==> src/hw/rtl/rc4_pkg.sv <==
// ----------------------------------------------------------------------------
// rc4_pkg: shared types and constants
// Permutation geometry, register indexes, sequencer states and the memory
// request bundle used by the RC4 stream cipher unit.
// ----------------------------------------------------------------------------
`default_nettype none

package rc4_pkg;

	localparam int PERM_SIZE = 256;
	localparam int IDX_W     = 8;
	localparam int KEY_REGS  = 4;
	localparam int KEY_W     = 64;
	localparam int LEN_W     = 6;
	localparam int CFG_IDX_W = 3;

	localparam logic [LEN_W-1:0] KEY_LEN_RESET = 6'd8;

	// register indexes on the configuration port
	localparam logic [CFG_IDX_W-1:0] REG_KEY0    = 3'd0;
	localparam logic [CFG_IDX_W-1:0] REG_KEY1    = 3'd1;
	localparam logic [CFG_IDX_W-1:0] REG_KEY2    = 3'd2;
	localparam logic [CFG_IDX_W-1:0] REG_KEY3    = 3'd3;
	localparam logic [CFG_IDX_W-1:0] REG_KEY_LEN = 3'd4;

	typedef enum logic [3:0] {
		ST_IDLE,
		ST_INIT,
		ST_K0,
		ST_K1,
		ST_K2,
		ST_K3,
		ST_P0,
		ST_P1,
		ST_P2,
		ST_P3,
		ST_WAIT
	} state_t;

	typedef struct packed {
		logic             we;
		logic [IDX_W-1:0] waddr;
		logic [IDX_W-1:0] wdata;
		logic [IDX_W-1:0] raddr;
	} ram_req_t;

endpackage

`default_nettype wire

==> src/hw/rtl/rc4_ram.sv <==
// ----------------------------------------------------------------------------
// rc4_ram: generic single-port-write, single-port-read RAM
// One write and one registered read per cycle; a read of the entry being
// written returns the old contents.
// ----------------------------------------------------------------------------
`default_nettype none

module rc4_ram #(
	parameter int WIDTH = 8,
	parameter int DEPTH = 256
) (
	input  wire logic                     clk,
	input  wire logic                     we,
	input  wire logic [$clog2(DEPTH)-1:0] waddr,
	input  wire logic [WIDTH-1:0]         wdata,
	input  wire logic [$clog2(DEPTH)-1:0] raddr,
	output logic      [WIDTH-1:0]         rdata
);

	logic [WIDTH-1:0] mem_q [DEPTH];

	// write and registered read
	always_ff @(posedge clk) begin
		if (we) begin
			mem_q[waddr] <= wdata;
		end
		rdata <= mem_q[raddr];
	end

endmodule

`default_nettype wire

==> src/hw/rtl/rc4_cfg.sv <==
// ----------------------------------------------------------------------------
// rc4_cfg: key and key length registers
// Holds the configured key words, clamps the key length and selects the
// key byte at the schedule's current key position.
// ----------------------------------------------------------------------------
`default_nettype none

module rc4_cfg #(
	parameter int MAX_KEY_BYTES = 32,
	parameter int NW            = $clog2(MAX_KEY_BYTES + 1)
) (
	input  wire logic                          clk,
	input  wire logic                          arst_n,
	input  wire logic                          cfg_we,
	input  wire logic [rc4_pkg::CFG_IDX_W-1:0] cfg_index,
	input  wire logic [rc4_pkg::KEY_W-1:0]     cfg_wdata,
	input  wire logic [NW-1:0]                 key_pos,
	output logic      [NW-1:0]                 eff_len,
	output logic      [rc4_pkg::IDX_W-1:0]     key_byte
);

	logic [rc4_pkg::KEY_W-1:0] key_q [rc4_pkg::KEY_REGS];
	logic [rc4_pkg::LEN_W-1:0] len_q;
	logic [8:0]                len_w;
	logic [8:0]                pos_w;

	// capture register writes; indexes past the list are dropped
	always_ff @(posedge clk or negedge arst_n) begin
		if (!arst_n) begin
			for (int r = 0; r < rc4_pkg::KEY_REGS; r++) begin
				key_q[r] <= '0;
			end
			len_q <= rc4_pkg::KEY_LEN_RESET;
		end else if (cfg_we) begin
			case (cfg_index)
				rc4_pkg::REG_KEY0:    key_q[0] <= cfg_wdata;
				rc4_pkg::REG_KEY1:    key_q[1] <= cfg_wdata;
				rc4_pkg::REG_KEY2:    key_q[2] <= cfg_wdata;
				rc4_pkg::REG_KEY3:    key_q[3] <= cfg_wdata;
				rc4_pkg::REG_KEY_LEN: len_q    <= cfg_wdata[rc4_pkg::LEN_W-1:0];
				default: ;
			endcase
		end
	end

	// clamp length: zero means one, saturate at the key capacity
	always_comb begin
		len_w = 9'(len_q);
		if (len_w == 9'd0) begin
			len_w = 9'd1;
		end
		if (len_w > 9'(MAX_KEY_BYTES)) begin
			len_w = 9'(MAX_KEY_BYTES);
		end
		eff_len = NW'(len_w);
	end

	// select key byte; positions past the key registers read as zero
	always_comb begin
		pos_w = 9'(key_pos);
		if (pos_w < 9'd32) begin
			key_byte = key_q[pos_w[4:3]][{pos_w[2:0], 3'b000} +: 8];
		end else begin
			key_byte = '0;
		end
	end

endmodule

`default_nettype wire

==> src/hw/rtl/rc4_stream_cipher_unit.sv <==
// ----------------------------------------------------------------------------
// rc4_stream_cipher_unit: RC4 keystream generator and combiner
// Sequencer around one permutation RAM; runs the key schedule on a message
// start and encrypts or decrypts one byte per input beat.
// ----------------------------------------------------------------------------
// A plain byte runs through states P0 to P3, the read, read, write/read, write
//   sequence on the single RAM read port, and waits in WAIT while output stalls.
// A message start (or the first byte after reset) first runs the key schedule:
//   an identity fill of all 256 entries plus 256 mixing steps of states K0 to K3.
// Input is ready only in IDLE: a new byte is taken once the last one is done.
// Reset: clears sequencer, indices, output valid and key words; length is 8.
`default_nettype none

module rc4_stream_cipher_unit #(
	parameter int MAX_KEY_BYTES = 32
) (
	input  wire logic                          clk,
	input  wire logic                          arst_n,
	input  wire logic                          cfg_we,
	input  wire logic [rc4_pkg::CFG_IDX_W-1:0] cfg_index,
	input  wire logic [rc4_pkg::KEY_W-1:0]     cfg_wdata,
	input  wire logic                          in_valid,
	output logic                               in_ready,
	input  wire logic [7:0]                    in_byte,
	input  wire logic                          message_start,
	output logic                               out_valid,
	input  wire logic                          out_ready,
	output logic      [7:0]                    out_byte
);

	localparam int NW = $clog2(MAX_KEY_BYTES + 1);
	localparam int IW = rc4_pkg::IDX_W;

	rc4_pkg::state_t   state_q, state_d;
	rc4_pkg::ram_req_t ram_req;

	logic [IW-1:0] rdata;
	logic [IW-1:0] k_q;
	logic [IW-1:0] i_q;
	logic [IW-1:0] j_q;
	logic [IW-1:0] si_q;
	logic [IW-1:0] sj_q;
	logic [IW-1:0] t_q;
	logic [7:0]    data_q;
	logic [NW-1:0] kpos_q;
	logic          scheduled_q;
	logic [7:0]    out_byte_q;
	logic          out_valid_q;

	logic [NW-1:0] eff_len;
	logic [IW-1:0] key_byte;
	logic [IW-1:0] j_ksa;
	logic [IW-1:0] j_prga;
	logic [IW-1:0] i_next;
	logic [IW-1:0] t_next;
	logic [IW-1:0] ks;
	logic [8:0]    kpos_inc;
	logic          out_free;
	logic          in_beat;
	logic          byte_done;

	rc4_cfg #(
		.MAX_KEY_BYTES(MAX_KEY_BYTES),
		.NW           (NW)
	) u_cfg (
		.clk      (clk),
		.arst_n   (arst_n),
		.cfg_we   (cfg_we),
		.cfg_index(cfg_index),
		.cfg_wdata(cfg_wdata),
		.key_pos  (kpos_q),
		.eff_len  (eff_len),
		.key_byte (key_byte)
	);

	rc4_ram #(
		.WIDTH(IW),
		.DEPTH(rc4_pkg::PERM_SIZE)
	) u_perm (
		.clk  (clk),
		.we   (ram_req.we),
		.waddr(ram_req.waddr),
		.wdata(ram_req.wdata),
		.raddr(ram_req.raddr),
		.rdata(rdata)
	);

	// datapath helpers
	assign in_ready  = (state_q == rc4_pkg::ST_IDLE);
	assign in_beat   = in_valid && in_ready;
	assign out_free  = !out_valid_q || out_ready;
	assign byte_done = ((state_q == rc4_pkg::ST_P3) || (state_q == rc4_pkg::ST_WAIT))
		&& out_free;
	assign j_ksa     = j_q + rdata + key_byte;
	assign j_prga    = j_q + rdata;
	assign i_next    = i_q + 8'd1;
	assign t_next    = si_q + rdata;
	assign kpos_inc  = 9'(kpos_q) + 9'd1;

	// keystream byte after the swap: forward the swapped entries
	always_comb begin
		if (t_q == j_q) begin
			ks = si_q;
		end else if (t_q == i_q) begin
			ks = sj_q;
		end else begin
			ks = rdata;
		end
	end

	// state register
	always_ff @(posedge clk or negedge arst_n) begin
		if (!arst_n) begin
			state_q <= rc4_pkg::ST_IDLE;
		end else begin
			state_q <= state_d;
		end
	end

	// next state and RAM requests
	always_comb begin
		state_d       = state_q;
		ram_req.we    = 1'b0;
		ram_req.waddr = k_q;
		ram_req.wdata = k_q;
		ram_req.raddr = k_q;
		case (state_q)
			rc4_pkg::ST_IDLE: begin
				if (in_beat) begin
					if (message_start || !scheduled_q) begin
						state_d = rc4_pkg::ST_INIT;
					end else begin
						state_d = rc4_pkg::ST_P0;
					end
				end
			end
			rc4_pkg::ST_INIT: begin
				ram_req.we = 1'b1;
				if (k_q == 8'hFF) begin
					state_d = rc4_pkg::ST_K0;
				end
			end
			rc4_pkg::ST_K0: begin
				state_d = rc4_pkg::ST_K1;
			end
			rc4_pkg::ST_K1: begin
				ram_req.raddr = j_ksa;
				state_d       = rc4_pkg::ST_K2;
			end
			rc4_pkg::ST_K2: begin
				ram_req.we    = 1'b1;
				ram_req.wdata = rdata;
				state_d       = rc4_pkg::ST_K3;
			end
			rc4_pkg::ST_K3: begin
				ram_req.we    = 1'b1;
				ram_req.waddr = j_q;
				ram_req.wdata = si_q;
				if (k_q == 8'hFF) begin
					state_d = rc4_pkg::ST_P0;
				end else begin
					state_d = rc4_pkg::ST_K0;
				end
			end
			rc4_pkg::ST_P0: begin
				ram_req.raddr = i_next;
				state_d       = rc4_pkg::ST_P1;
			end
			rc4_pkg::ST_P1: begin
				ram_req.raddr = j_prga;
				state_d       = rc4_pkg::ST_P2;
			end
			rc4_pkg::ST_P2: begin
				ram_req.we    = 1'b1;
				ram_req.waddr = i_q;
				ram_req.wdata = rdata;
				ram_req.raddr = t_next;
				state_d       = rc4_pkg::ST_P3;
			end
			rc4_pkg::ST_P3: begin
				ram_req.we    = 1'b1;
				ram_req.waddr = j_q;
				ram_req.wdata = si_q;
				if (out_free) begin
					state_d = rc4_pkg::ST_IDLE;
				end else begin
					state_d = rc4_pkg::ST_WAIT;
				end
			end
			rc4_pkg::ST_WAIT: begin
				if (out_free) begin
					state_d = rc4_pkg::ST_IDLE;
				end
			end
			default: begin
				state_d = rc4_pkg::ST_IDLE;
			end
		endcase
	end

	// control registers: indices, schedule flag, output beat
	always_ff @(posedge clk or negedge arst_n) begin
		if (!arst_n) begin
			k_q         <= '0;
			i_q         <= '0;
			j_q         <= '0;
			kpos_q      <= '0;
			scheduled_q <= 1'b0;
			out_valid_q <= 1'b0;
		end else begin
			// raise on a finished byte, drop once taken
			if (byte_done) begin
				out_valid_q <= 1'b1;
			end else if (out_ready) begin
				out_valid_q <= 1'b0;
			end
			case (state_q)
				rc4_pkg::ST_IDLE: begin
					if (in_beat && (message_start || !scheduled_q)) begin
						k_q <= '0;
					end
				end
				rc4_pkg::ST_INIT: begin
					k_q <= k_q + 8'd1;
					if (k_q == 8'hFF) begin
						j_q    <= '0;
						kpos_q <= '0;
					end
				end
				rc4_pkg::ST_K1: begin
					j_q <= j_ksa;
				end
				rc4_pkg::ST_K3: begin
					k_q <= k_q + 8'd1;
					if (kpos_inc == 9'(eff_len)) begin
						kpos_q <= '0;
					end else begin
						kpos_q <= NW'(kpos_inc);
					end
					if (k_q == 8'hFF) begin
						i_q         <= '0;
						j_q         <= '0;
						scheduled_q <= 1'b1;
					end
				end
				rc4_pkg::ST_P0: begin
					i_q <= i_next;
				end
				rc4_pkg::ST_P1: begin
					j_q <= j_prga;
				end
				default: ;
			endcase
		end
	end

	// payload registers
	always_ff @(posedge clk) begin
		if (in_beat) begin
			data_q <= in_byte;
		end
		case (state_q)
			rc4_pkg::ST_K1, rc4_pkg::ST_P1: begin
				si_q <= rdata;
			end
			rc4_pkg::ST_P2: begin
				sj_q <= rdata;
				t_q  <= t_next;
			end
			rc4_pkg::ST_P3: begin
				if (out_free) begin
					out_byte_q <= data_q ^ ks;
				end else begin
					data_q <= data_q ^ ks;
				end
			end
			rc4_pkg::ST_WAIT: begin
				if (out_free) begin
					out_byte_q <= data_q;
				end
			end
			default: ;
		endcase
	end

	assign out_valid = out_valid_q;
	assign out_byte  = out_byte_q;

endmodule

`default_nettype wire

==> config.mk <==
export PLATFORM = sky130hd
export DESIGN_NAME = rc4_stream_cipher_unit
export DESIGN_NICKNAME = d
export VERILOG_FILES = /design/src/hw/rtl/rc4_pkg.sv /design/src/hw/rtl/rc4_ram.sv /design/src/hw/rtl/rc4_cfg.sv /design/src/hw/rtl/rc4_stream_cipher_unit.sv
export SDC_FILE = /design/constraint.sdc
export NUM_CORES = 2
export LEC_CHECK = 0
export ABC_AREA = 0
export BUFFER_PORTS_ARGS = -buffer_cell sky130_fd_sc_hd__buf_2
export CAP_MARGIN = 20
export CORE_MARGIN = 2
export CORE_UTILIZATION = 50
export DETAILED_ROUTE_END_ITERATION = 16
export PLACE_DENSITY = 0.64
export REMOVE_ABC_BUFFERS = 1
export SYNTH_ARGS = -nofsm -noshare
export SYNTH_HDL_FRONTEND = slang
export SYNTH_HIERARCHICAL = 1
export SYNTH_SLANG_ARGS = --single-unit
==> constraint.sdc <==
create_clock -name clk -period 26.1 [get_ports clk]
set_clock_uncertainty 0.05 [all_clocks]
set_input_delay 1.305 -clock clk [delete_from_list [all_inputs] [get_ports clk]]
set_output_delay 1.305 -clock clk [all_outputs]
set_load 0.005 [all_outputs]
==> impl_metrics.env <==
export IMPL_status="completed"
export IMPL_std_cell_rows=161
export IMPL_cts_max_level=4
export IMPL_synth_seq_cells=2394
export IMPL_via_count=49700
export IMPL_drc=0
export IMPL_cp_common_cell="buf_4"
export IMPL_crit_required_ns=26.78
export IMPL_power_leakage_nw=35.4
export IMPL_wl_per_cell_um=29.8
export IMPL_port_buffers=90
export IMPL_grt_max_degree=225
export IMPL_clkLatencyLatePin_ns=0.91
export IMPL_cp_arrival_ns=8.40
export IMPL_gp_congestion=0.892
export IMPL_worst_setup_path_type="flop to flop"
export IMPL_synth_yosys_warnings=6
export IMPL_grt_pass1_wl_um=347000
export IMPL_post_drt_via_cell_ratio=6.28
export IMPL_drv_slew=0
export IMPL_cap_violations=0
export IMPL_dr_first_iter_drc_count=5522
export IMPL_root_buffer="clkbuf_16"
export IMPL_antenna_found_initial=14
export IMPL_clkTransAtPathRegs_ns=0.07
export IMPL_clock_sinks=2394
export IMPL_powerDensity_nw_per_um2=122
export IMPL_area_growth_pct=11.1
export IMPL_power_switching_w=0.00458
export IMPL_min_path_type="input port to asynchronous set/reset pin"
export IMPL_layout_commonest_cell="edfxtp_1"
export IMPL_synthSimpleGateAreaFrac_pct=3.34
export IMPL_vdd_drop_max_mv=0.134
export IMPL_worst_path_largest_cell_delay_ns=0.77
export IMPL_fin_nets=5289
export IMPL_synth_top_family_by_area="multiplexers"
export IMPL_synthMuxAreaShare_pct=17.1
export IMPL_postRouteAntennaNets=0
export IMPL_fin_setup_tns_ns=0
export IMPL_timing_final_crit_share_pct=29.6
export IMPL_overflow=0
export IMPL_cp_end_kind="flop"
export IMPL_crit_fanout=69
export IMPL_fillers=14500
export IMPL_dieWidth_um=444
export IMPL_worst_pin_slew_ns=1.25
export IMPL_dieArea_um2=197000
export IMPL_synth_compound_area_share_pct=4.12
export IMPL_synthDistinctLibCells=89
export IMPL_coreArea_um2=193000
export IMPL_yosysSeqAreaShare_pct=72.4
export IMPL_io_pins=91
export IMPL_postCtsSetupBuffers=0
export IMPL_setup_viol=0
export IMPL_slowest_stage="nor4_1"
export IMPL_clockBufferDepth=3
export IMPL_firstDrtPassIters=7
export IMPL_p_total_w=0.0131
export IMPL_die_h_um=444
export IMPL_rrSetupSlack_ns=18.39
export IMPL_synth_fa_ha_area_share_pct=0.395
export IMPL_cts_tree="yes"
export IMPL_regToRegEndpoint="u_perm/rdata[7]"
export IMPL_ctsHoldBuffers=0
export IMPL_synth_xor_area_share_pct=0.579
export IMPL_drt_wl_total_um=236000
export IMPL_r2r_start="kpos_q[4]"
export IMPL_synthFlopType="edfxtp_1"
export IMPL_min_period_ns=7.71
export IMPL_cp_start_kind="flop"
export IMPL_final_cell_mix="2,080 x edfxtp_1, 482 x mux4_2, 374 x nor2_1, 295 x dfrtp_1, 270 x mux2_2"
export IMPL_relSlewSlack_pct=16.9
export IMPL_clkPwrFrac_pct=25.8
export IMPL_dpl_hpwl_um=143000
export IMPL_rsz0062_at_grt="false"
export IMPL_ys_async_sr_fraction_pct=12.4
export IMPL_drive_gt1_share_pct=25.1
export IMPL_synth_area_um2=97000
export IMPL_rr_worst_depth=17
export IMPL_crit_chain="buf_4 -> nor2_1 -> a221oi_1 -> o21ai_0 -> a31oi_1 -> ha_1 -> a22oi_1 -> a31oi_4 -> buf_4 -> buf_12 -> buf_4 -> mux4_2 -> mux4_2 -> nor2b_1 -> nor4_1 -> buf_4 -> nor4_1"
export IMPL_synth_cells=5056
export IMPL_power_share_switching_pct=34.9
export IMPL_synth_edf_count=2080
export IMPL_seq_power_share_pct=38.1
export IMPL_combPwrFrac_pct=36.1
export IMPL_cts_resized=0
export IMPL_final_hold_violation_count=0
export IMPL_grt_pass1_vias=50100
export IMPL_grt_usage_pct=24.0
export IMPL_fmaxAchievable_mhz=130
export IMPL_cts_buffers=235
export IMPL_initial_core_util_pct=50.4
export IMPL_p_int_w=0.00854
export IMPL_syn_avg_cell_area_um2=19.2
==> layout make-up <==
type                       instances  area [um2]  share of cell area (%)
sequential                      2394       70200                    65.2
antenna                            2        5.00                 0.00464
tap                             2526        3160                    2.93
inverter                          16        60.1                  0.0557
timing repair buffer             198        1440                    1.34
clock inverter                   136        1480                    1.37
clock buffer                     305        6320                    5.87
multi-input combinational       2335       25100                    23.3
==> how the worst max path moves through the flow <==
stage	startpoint	endpoint	slack, ns	depth (start not counted)
final	kpos_q[4]	u_perm/rdata[7]	18.39	17
after global routing	kpos_q[4]	u_perm/rdata[6]	17.75	16
after CTS	kpos_q[4]	u_perm/rdata[6]	18.15	16
after detailed placement	kpos_q[4]	u_perm/rdata[6]	18.17	16
after global placement	kpos_q[4]	u_perm/rdata[0]	17.97	16
after floorplan	kpos_q[4]	u_perm/rdata[1]	-37.73	12
==> synth_stat cells (32+ instances only) <==
| master | count | area share [%] |
|---|---|---|
| o221ai_1 | 46 | 0.42 |
| dfrtp_1 | 297 | 7.7 |
| a21oi_1 | 139 | 0.72 |
| mux4_2 | 482 | 11 |
| xor2_1 | 32 | 0.29 |
| nand3_1 | 42 | 0.22 |
| o21ai_0 | 48 | 0.25 |
| buf_4 | 34 | 0.26 |
| mux2i_1 | 190 | 2.0 |
| nand2_1 | 75 | 0.29 |
| nor3_1 | 34 | 0.18 |
| buf_2 | 69 | 0.36 |
| mux2_2 | 270 | 3.1 |
| edfxtp_1 | 2080 | 64 |
| nor2b_1 | 48 | 0.31 |
| a22oi_1 | 148 | 1.1 |
| clkbuf_1 | 129 | 0.50 |
| nor2_1 | 377 | 1.5 |
| o22ai_1 | 32 | 0.21 |
==> critical path, delay by kind of cell, from the launching register on <==
| family | cells | cell delay [ns] |
|---|---|---|
| multiplexers | 2 | 1.19 |
| adder cells (fa/ha/maj) | 1 | 0.18 |
| buffers and inverters | 5 | 2.82 |
| flip-flops | 1 | 0.55 |
| AO/OA/AOI/OAI | 5 | 1.12 |
| AND/OR/NAND/NOR | 4 | 1.31 |
==> logic make-up (layout without fill, tap and decap cells) <==
kind of cell | after synthesis | count (layout)
and+or+nand+nor | 697 | 697
adders and majority gates | 29 | 29
xor gates and xnor gates | 60 | 60
muxes | 972 | 972
AOI/OAI and AO/OA | 577 | 577
other | 0 | 2
buffers and inverters | 327 | 655
DFF | 2394 | 2394
==> metal layers <==
metal,part of all wire (%),up-vias,track usage (%)
met1,41,26300,34.0
met5,0.037,-,0
met4,3.8,14,8.92
met3,7.8,440,4.39
met2,47,2080,37.4
li1,-,20900,-
==> power groups by stage <==
stage	Clock [W]	Combinational [W]	Sequential, W
2_1_floorplan	0	0.00523	0.00525
3_5_place_dp	0	0.00473	0.00508
6_report	0.00338	0.00474	0.00500
5_1_grt	0.00359	0.00501	0.00502
3_3_place_gp	0	0.00466	0.00507
4_1_cts	0.00344	0.00474	0.00500
==> stage by stage <==
stage / cells / hold WS (ns) / cell area, um2 / util (%) / setup slack (ns)
floorplan: 4745 / 0.407 / 95100 / - / -37.73
global placement: 7461 / 0.419 / 99900 / 51.8 / 17.97
detailed placement: 7466 / 0.435 / 99900 / 51.9 / 18.17
CTS: 7907 / 0.353 / 108000 / 55.9 / 18.15
global route: 7912 / 0.410 / 108000 / 56.0 / 17.75
finish: 7912 / 0.372 / 108000 / 56.0 / 18.39
==> flip-flops by register name (all words and copies together) (netlist names), 6 cells and up <==
register and cells:
u_perm/mem_q 2048, u_cfg/key_q 256, data_q 8, i_q 8, j_q 8, k_q 8, out_byte 8, si_q 8
sj_q 8, t_q 8, u_perm/rdata 8, kpos_q 6, u_cfg/len_q 6
Power figures use the tool's default switching activity.
